--- config.mk ---
export PLATFORM = sky130hd
export DESIGN_NAME = ordered_array_list_engine_unit
export DESIGN_NICKNAME = d
export VERILOG_FILES = /design/src/olae_pkg.sv /design/src/olae_ram.sv /design/src/ordered_array_list_engine_unit.sv
export SDC_FILE = /design/constraint.sdc
export NUM_CORES = 1
export LEC_CHECK = 0
export ABC_CLOCK_PERIOD_IN_PS = 5100
export BUFFER_PORTS_ARGS = -buffer_cell sky130_fd_sc_hd__buf_2
export CORE_ASPECT_RATIO = 1.5
export CORE_MARGIN = 2
export CORE_UTILIZATION = 40
export CTS_CLUSTER_DIAMETER = 50
export DETAILED_ROUTE_END_ITERATION = 12
export HOLD_SLACK_MARGIN = 0.02
export PLACE_DENSITY_LB_ADDON = 0.1
export SLEW_MARGIN = 20
export SYNTH_ARGS = -nofsm -noshare
export SYNTH_HDL_FRONTEND = slang
export SYNTH_SLANG_ARGS = --single-unit
--- constraint.sdc ---
create_clock -name clk -period 5.1 [get_ports clk]
set_input_delay 0.51 -clock clk [delete_from_list [all_inputs] [get_ports clk]]
set_output_delay 0.51 -clock clk [all_outputs]
set_load 0.02 [all_outputs]
--- src/olae_pkg.sv ---
`timescale 1ns / 1ps
// Package: sizes, operation and status codes and sequencer states of the ordered list engine.
package olae_pkg;

	localparam int DEPTH  = 32;
	localparam int ADDR_W = $clog2(DEPTH);
	localparam int CNT_W  = $clog2(DEPTH + 1);
	localparam int WORD_W = 32;
	localparam int POS_W  = 6;

	typedef enum logic [2:0] {
		OP_INSERT   = 3'd0,
		OP_DELETE   = 3'd1,
		OP_SEARCH   = 3'd2,
		OP_UPDATE   = 3'd3,
		OP_READ_ALL = 3'd4
	} op_t;

	typedef enum logic [2:0] {
		ST_OK        = 3'd0,
		ST_NOT_FOUND = 3'd1,
		ST_FULL      = 3'd2,
		ST_BAD_POS   = 3'd3,
		ST_EMPTY     = 3'd4
	} status_t;

	typedef enum logic [1:0] {
		S_IDLE,
		S_SCAN,
		S_SHIFT,
		S_FINISH
	} state_t;

endpackage

--- src/olae_ram.sv ---
`timescale 1ns / 1ps
// Simple dual-port synchronous RAM, one write and one registered read port.
module olae_ram #(
	parameter int DEPTH_P = 32,
	parameter int WIDTH   = 32,
	parameter int AW      = $clog2(DEPTH_P)
) (
	input  logic             clk,
	input  logic             we,
	input  logic [AW-1:0]    waddr,
	input  logic [WIDTH-1:0] wdata,
	input  logic             re,
	input  logic [AW-1:0]    raddr,
	output logic [WIDTH-1:0] rdata
);

	logic [WIDTH-1:0] mem [DEPTH_P];

	always_ff @(posedge clk) begin
		if (we) begin
			mem[waddr] <= wdata;
		end
	end

	// read data holds while no read is issued
	always_ff @(posedge clk) begin
		if (re) begin
			rdata <= mem[raddr];
		end
	end

endmodule

--- src/ordered_array_list_engine_unit.sv ---
`timescale 1ns / 1ps
// Ordered list engine: up to 32 signed words kept in order in a RAM, with a count.
// Input channel (in_valid/in_ready) carries op, position and data_word; output channel
// (out_valid/out_ready) carries status, index, element, count and last per result item.
// Insert and update take a position; delete removes the first entry equal to data_word;
// search returns one item per matching entry; read all returns one item per entry.
// Every operation ends with an item that has last set; unused op codes give no item.
// Errors and update load their final item at the accepting edge itself. Insert moves
// m = count - position entries, one per cycle through the RAM, then writes the new word.
// Read all streams one entry per cycle while the receiver takes them. Delete and search
// scan every entry and then report. The next item is taken only once the sequencer is
// back in idle; one item is worked at a time, through the single RAM read and write port.
// A finished result sits in an output register; a new item is taken only once that
// register is free or being emptied. A stalled receiver pauses the stream in place.
// Reset (arst_n low) empties the list and drops any pending result; the RAM is not
// cleared, as only entries below the count are ever read.
module ordered_array_list_engine_unit (
	input  logic                           clk,
	input  logic                           arst_n,
	input  logic                           in_valid,
	output logic                           in_ready,
	input  logic [2:0]                     op,
	input  logic [olae_pkg::POS_W-1:0]     position,
	input  logic signed [olae_pkg::WORD_W-1:0] data_word,
	output logic                           out_valid,
	input  logic                           out_ready,
	output logic [2:0]                     status,
	output logic [4:0]                     index,
	output logic signed [olae_pkg::WORD_W-1:0] element,
	output logic [5:0]                     count,
	output logic                           last
);

	localparam int AW = olae_pkg::ADDR_W;
	localparam int CW = olae_pkg::CNT_W;
	localparam int WW = olae_pkg::WORD_W;

	olae_pkg::state_t state_q, state_d;
	olae_pkg::op_t    opr_q, opr_d;
	logic [CW-1:0]    count_q, count_d;
	logic [CW-1:0]    ra_q, ra_d;
	logic [CW-1:0]    pos_q, pos_d;
	logic [WW-1:0]    key_q, key_d;
	logic             pend_s1, pend_d;
	logic [AW-1:0]    di_s1, di_d;
	logic             found_q, found_d;
	logic [AW-1:0]    hit_q, hit_d;

	logic             out_valid_q;
	logic [2:0]       status_q;
	logic [4:0]       index_q;
	logic [WW-1:0]    element_q;
	logic [5:0]       count_out_q;
	logic             last_q;

	logic             out_load;
	olae_pkg::status_t ld_status;
	logic [AW-1:0]    ld_index;
	logic [WW-1:0]    ld_elem;
	logic [CW-1:0]    ld_count;
	logic             ld_last;

	logic             ram_we, ram_re;
	logic [AW-1:0]    ram_waddr, ram_raddr;
	logic [WW-1:0]    ram_wdata, ram_rdata;

	logic             out_free, match, needs_emit, can_consume;

	olae_ram #(
		.DEPTH_P(olae_pkg::DEPTH),
		.WIDTH  (WW),
		.AW     (AW)
	) u_ram (
		.clk  (clk),
		.we   (ram_we),
		.waddr(ram_waddr),
		.wdata(ram_wdata),
		.re   (ram_re),
		.raddr(ram_raddr),
		.rdata(ram_rdata)
	);

	assign out_free = !out_valid_q || out_ready;
	assign match    = (ram_rdata == key_q);

	always_comb begin
		state_d   = state_q;
		opr_d     = opr_q;
		count_d   = count_q;
		ra_d      = ra_q;
		pos_d     = pos_q;
		key_d     = key_q;
		pend_d    = pend_s1;
		di_d      = di_s1;
		found_d   = found_q;
		hit_d     = hit_q;
		in_ready  = 1'b0;
		ram_we    = 1'b0;
		ram_waddr = '0;
		ram_wdata = '0;
		ram_re    = 1'b0;
		ram_raddr = '0;
		out_load  = 1'b0;
		ld_status = olae_pkg::ST_OK;
		ld_index  = '0;
		ld_elem   = '0;
		ld_count  = count_q;
		ld_last   = 1'b1;
		needs_emit  = 1'b0;
		can_consume = 1'b1;

		case (state_q)
			olae_pkg::S_IDLE: begin
				in_ready = out_free;
				if (in_valid && out_free) begin
					key_d   = data_word;
					pos_d   = CW'(position);
					found_d = 1'b0;
					pend_d  = 1'b0;
					ra_d    = '0;
					opr_d   = olae_pkg::op_t'(op);
					case (olae_pkg::op_t'(op))
						olae_pkg::OP_INSERT: begin
							if (count_q >= CW'(olae_pkg::DEPTH)) begin
								out_load  = 1'b1;
								ld_status = olae_pkg::ST_FULL;
							end else if (CW'(position) > count_q) begin
								out_load  = 1'b1;
								ld_status = olae_pkg::ST_BAD_POS;
							end else begin
								ra_d    = count_q;
								state_d = olae_pkg::S_SHIFT;
							end
						end
						olae_pkg::OP_DELETE, olae_pkg::OP_SEARCH,
						olae_pkg::OP_READ_ALL: begin
							if (count_q == '0) begin
								out_load  = 1'b1;
								ld_status = olae_pkg::ST_EMPTY;
							end else begin
								state_d = olae_pkg::S_SCAN;
							end
						end
						olae_pkg::OP_UPDATE: begin
							if (count_q == '0) begin
								out_load  = 1'b1;
								ld_status = olae_pkg::ST_EMPTY;
							end else if (CW'(position) >= count_q) begin
								out_load  = 1'b1;
								ld_status = olae_pkg::ST_BAD_POS;
							end else begin
								ram_we    = 1'b1;
								ram_waddr = position[AW-1:0];
								ram_wdata = data_word;
								out_load  = 1'b1;
								ld_index  = position[AW-1:0];
							end
						end
						default: begin
						end
					endcase
				end
			end

			olae_pkg::S_SCAN: begin
				case (opr_q)
					olae_pkg::OP_READ_ALL: needs_emit = 1'b1;
					olae_pkg::OP_SEARCH:   needs_emit = match && found_q;
					default:               needs_emit = 1'b0;
				endcase
				can_consume = !pend_s1 || !needs_emit || out_free;

				if (pend_s1 && can_consume) begin
					case (opr_q)
						olae_pkg::OP_DELETE: begin
							if (found_q) begin
								// close the gap left by the removed entry
								ram_we    = 1'b1;
								ram_waddr = di_s1 - AW'(1);
								ram_wdata = ram_rdata;
							end else if (match) begin
								found_d = 1'b1;
								hit_d   = di_s1;
							end
						end
						olae_pkg::OP_SEARCH: begin
							// a match is held back until it is known whether it is the last
							if (match) begin
								if (found_q) begin
									out_load = 1'b1;
									ld_index = hit_q;
									ld_elem  = key_q;
									ld_last  = 1'b0;
								end
								found_d = 1'b1;
								hit_d   = di_s1;
							end
						end
						default: begin
							out_load = 1'b1;
							ld_index = di_s1;
							ld_elem  = ram_rdata;
							ld_last  = ((CW'(di_s1) + CW'(1)) == count_q);
						end
					endcase
				end

				if (ra_q < count_q && can_consume) begin
					ram_re    = 1'b1;
					ram_raddr = ra_q[AW-1:0];
					ra_d      = ra_q + CW'(1);
					di_d      = ra_q[AW-1:0];
					pend_d    = 1'b1;
				end else if (can_consume) begin
					pend_d = 1'b0;
				end

				if (!pend_s1 && ra_q == count_q) begin
					if (opr_q == olae_pkg::OP_READ_ALL) begin
						state_d = olae_pkg::S_IDLE;
					end else begin
						state_d = olae_pkg::S_FINISH;
					end
				end
			end

			olae_pkg::S_SHIFT: begin
				if (pend_s1) begin
					ram_we    = 1'b1;
					ram_waddr = di_s1;
					ram_wdata = ram_rdata;
				end
				if (ra_q > pos_q) begin
					ram_re    = 1'b1;
					ram_raddr = AW'(ra_q - CW'(1));
					di_d      = ra_q[AW-1:0];
					ra_d      = ra_q - CW'(1);
					pend_d    = 1'b1;
				end else begin
					pend_d = 1'b0;
					if (!pend_s1 && out_free) begin
						ram_we    = 1'b1;
						ram_waddr = pos_q[AW-1:0];
						ram_wdata = key_q;
						count_d   = count_q + CW'(1);
						out_load  = 1'b1;
						ld_index  = pos_q[AW-1:0];
						ld_count  = count_q + CW'(1);
						state_d   = olae_pkg::S_IDLE;
					end
				end
			end

			olae_pkg::S_FINISH: begin
				if (out_free) begin
					out_load = 1'b1;
					state_d  = olae_pkg::S_IDLE;
					if (!found_q) begin
						ld_status = olae_pkg::ST_NOT_FOUND;
					end else if (opr_q == olae_pkg::OP_DELETE) begin
						ld_index = hit_q;
						count_d  = count_q - CW'(1);
						ld_count = count_q - CW'(1);
					end else begin
						ld_index = hit_q;
						ld_elem  = key_q;
					end
				end
			end

			default: begin
				state_d = olae_pkg::S_IDLE;
			end
		endcase
	end

	always_ff @(posedge clk or negedge arst_n) begin
		if (!arst_n) begin
			state_q     <= olae_pkg::S_IDLE;
			count_q     <= '0;
			pend_s1     <= 1'b0;
			found_q     <= 1'b0;
			out_valid_q <= 1'b0;
		end else begin
			state_q <= state_d;
			count_q <= count_d;
			pend_s1 <= pend_d;
			found_q <= found_d;
			if (out_load) begin
				out_valid_q <= 1'b1;
			end else if (out_ready) begin
				out_valid_q <= 1'b0;
			end
		end
	end

	always_ff @(posedge clk) begin
		opr_q <= opr_d;
		ra_q  <= ra_d;
		pos_q <= pos_d;
		key_q <= key_d;
		di_s1 <= di_d;
		hit_q <= hit_d;
		if (out_load) begin
			status_q    <= ld_status;
			index_q     <= 5'(ld_index);
			element_q   <= ld_elem;
			count_out_q <= 6'(ld_count);
			last_q      <= ld_last;
		end
	end

	assign out_valid = out_valid_q;
	assign status    = status_q;
	assign index     = index_q;
	assign element   = element_q;
	assign count     = count_out_q;
	assign last      = last_q;

endmodule

==> run metrics <==
Worst-path clk slew=70 ps; Yosys top cell area share=73.4%; hold path startpoint=op[1]; Final period util=96.9%; hold crit path type=in -> reg; Boundary Pins=94; CP required=5550 ps; vias per inst=5.74; router iterations before antenna repair=6; fin util=47.3%; share of cells above drive strength 1=19.2%; global-route wire length before repair=203 mm; final instance area=55600 um^2; unrepaired setup endpoints after global routing=false; vias in the first global route=28500; HPWL Detailed=87.2 mm; VDD IR max=0.302 mV; setup TNS=0 ps; Syn Std Cell Area=47400 um^2; Final Hold Viols=0; CTS Sinks=1171; CTS tree=built; Overflow after GRT=0; DR WL/cell=28.7 um; DRT Wirelength=141 mm; synth top area cells=edfxtp_1 (73%), nand2_1 (3.9%), mux4_2 (3.0%); Setup Fix Bufs, Post-CTS=0; Initial Utilization=40.4%; fillers=10100; DR vias=28200; synth warn=0; Max-slew headroom=28.7%; CTS max path bufs=3; GP Congestion=0.856; synth unique cells=71; pwr/cell area=519 nW/um^2; CTS buffer count=110; Die ar.=121000 um^2; DR WL met2=71.6 mm; P_leak=18.0 nW; Worst Tran Pin Value=1070 ps; Max Fclk=0.202 GHz; syn avg cell area=15.8 um^2; syn_nets=3076; Max Clock Skew=37.6 ps; count of input and output buffers=93; crit path launch=u_ram.rdata[7]; H-tree Lvls=3; critical-path maximum fanout=20; Crit Path Category=reg -> reg; CORE AREA=118000 um^2; Die Y=426 um; CP Capture Type=register; highest metal used=met4; final setup vio count=0; root buffer cell=clkbuf_16; largest net degree at the start of global routing=73; ys flop type=edfxtp_1; 1st-iter DRT viols=2805; Final Max Slew Viols=0; Area growth syn-to-layout=17.3%; Met3 Routed Length=6.53 mm; Synth area leader=edfxtp_1; Post-route DRC=0; Critical Path AT=5390 ps; Post-synth EDFFs=1160; FF+latch count, synth=1171; Max Cap Viol=0; Min-Delay Path Depth=1; all-layer global routing usage=23.2%; total power=0.0289 W; sequential-to-total area share from yosys stat=74.0%; crit start category=register; Worst R2R Start=u_ram.rdata[7]; antenna violations before repair=1; dpl cell area=51600 um^2; cell count after synthesis=3001; Reg2Reg Depth=11; DRT antenna net count=0; num rows=154; Die Width=285 um; Skew-Pair Late Insertion Delay=740 ps; status=finished clean; Register-to-Register Setup Slack=160 ps; Routed met1 length=59.0 mm; min Tclk post-route=4940 ps; fraction of registers with async set/reset=0.939%; final net count=3328
[sequential cells by signal, indices dropped and copies added, names as in the netlist]
signal	flops
u_ram.mem	1024
element	32
key_q	32
u_ram.rdata	32
count	6
count_q	6
pos_q	6
ra_q	6
di_s1	5
hit_q	5
index	5
opr_q	3
status	3
state_q	2
found_q	1
last	1
out_valid	1
pend_s1	1
[power by group]
group          internal, W  switching (W)  leakage (nW)
Clock              0.00460        0.00369          1.77
Sequential          0.0126       0.000441          10.4
Combinational      0.00232        0.00526          5.76
Total               0.0195        0.00940          18.0
[per-layer routing]
metal | GRT usage [%] | vias up
met5 | 0 | -
met4 | 7.43 | 0
li1 | - | 12400
met2 | 40.6 | 922
met1 | 30.2 | 14700
met3 | 2.43 | 202
[timing repair]
action | in CTS | in global routing
resized for setup | 1 | 0
endpoints found under the setup margin | 1 | 0
endpoints found under the hold margin | 49 | 0
hold buffers | 39 | 0
[final timing paths]
path                                    to
max                        u_ram.rdata[18]
max reg2reg                u_ram.rdata[18]
min                               opr_q[1]
min reg2reg                     count_q[5]
min in group asynchronous        out_valid
max in group asynchronous       state_q[0]
[placed cells by master (no fill, tap or decap), types with 11 or more instances in the layout]
cell type	instances
buf_4	142
nand2_1	498
xnor2_1	25
inv_1	28
nand3_1	239
clkbuf_1	17
nor2_2	16
a22o_1	35
clkinv_2	29
xor2_1	21
mux2i_1	68
nor4_2	33
nor3_1	15
clkinv_1	20
dfrtp_1	11
mux4_1	32
nor2_1	29
a21oi_1	53
o2111ai_1	32
buf_12	51
nand4_1	15
dlygate4sd3_1	39
a32oi_1	34
bufinv_16	12
a222oi_1	32
ha_1	29
mux4_2	64
nor2_4	49
clkbuf_16	110
o211ai_1	36
a31o_1	30
edfxtp_1	1160
o21ai_0	22
buf_2	93
o22ai_1	63
[kinds of logic (layout without fill, tap and decap cells)]
family / after synthesis / in the layout / share of synthesized area (%)
xor+xnor: 46 / 46 / 0.849
simple gates: 959 / 959 / 9.33
fa+ha+maj: 31 / 31 / 0.812
compound gates: 416 / 416 / 6.66
flops: 1171 / 1171 / 74.0
mux: 164 / 164 / 6.25
buf+inv: 214 / 558 / 2.08
other cells: 0 / 2 / 0
[through the flow]
stage                     setup slack (ps)  instances  hold slack [ps]
after detailed placement             -99.4       4662              434
after CTS                              180       4905             49.0
after global placement                -182       4662              430
after floorplan                       -812       3001              214
final                                  159       4907             91.8
after global routing                   158       4905             79.5
[final cells by class]
cell class	instances	area (um^2)	area share [%]
timing repair buffer	325	2940	5.29
clock buffer	127	2820	5.06
multi-input combinational	1616	11900	21.4
inverter	29	109	0.196
antenna	2	5.00	0.00900
tap	1560	1950	3.51
sequential	1171	35100	63.1
clock inverter	77	798	1.43
[worst max-delay path: stages, from the launching register on]
cell and delay [ps]:
edfxtp_1 520, xor2_1 200, nor4_1 660, nand4_1 280, buf_4 220, or4_1 700
a32oi_4 330, buf_12 190, buf_4 300, mux4_1 590, o22ai_1 470, nor4_2 150
[synthesized netlist by cell type (17+ instances only)]
cell type / count
edfxtp_1: 1160
mux2i_1: 68
a31o_1: 30
inv_1: 29
nor3_1: 17
mux4_2: 64
mux4_1: 32
a22o_1: 35
nand2_1: 498
clkbuf_1: 145
nor4_2: 31
ha_1: 30
xnor2_1: 25
xor2_1: 21
a222oi_1: 32
o22ai_1: 64
a32oi_1: 34
o21ai_0: 24
nand3_1: 241
a21oi_1: 53
o2111ai_1: 32
nor2_1: 94
o211ai_1: 36
Note: power is estimated with default switching activity, not from simulation.
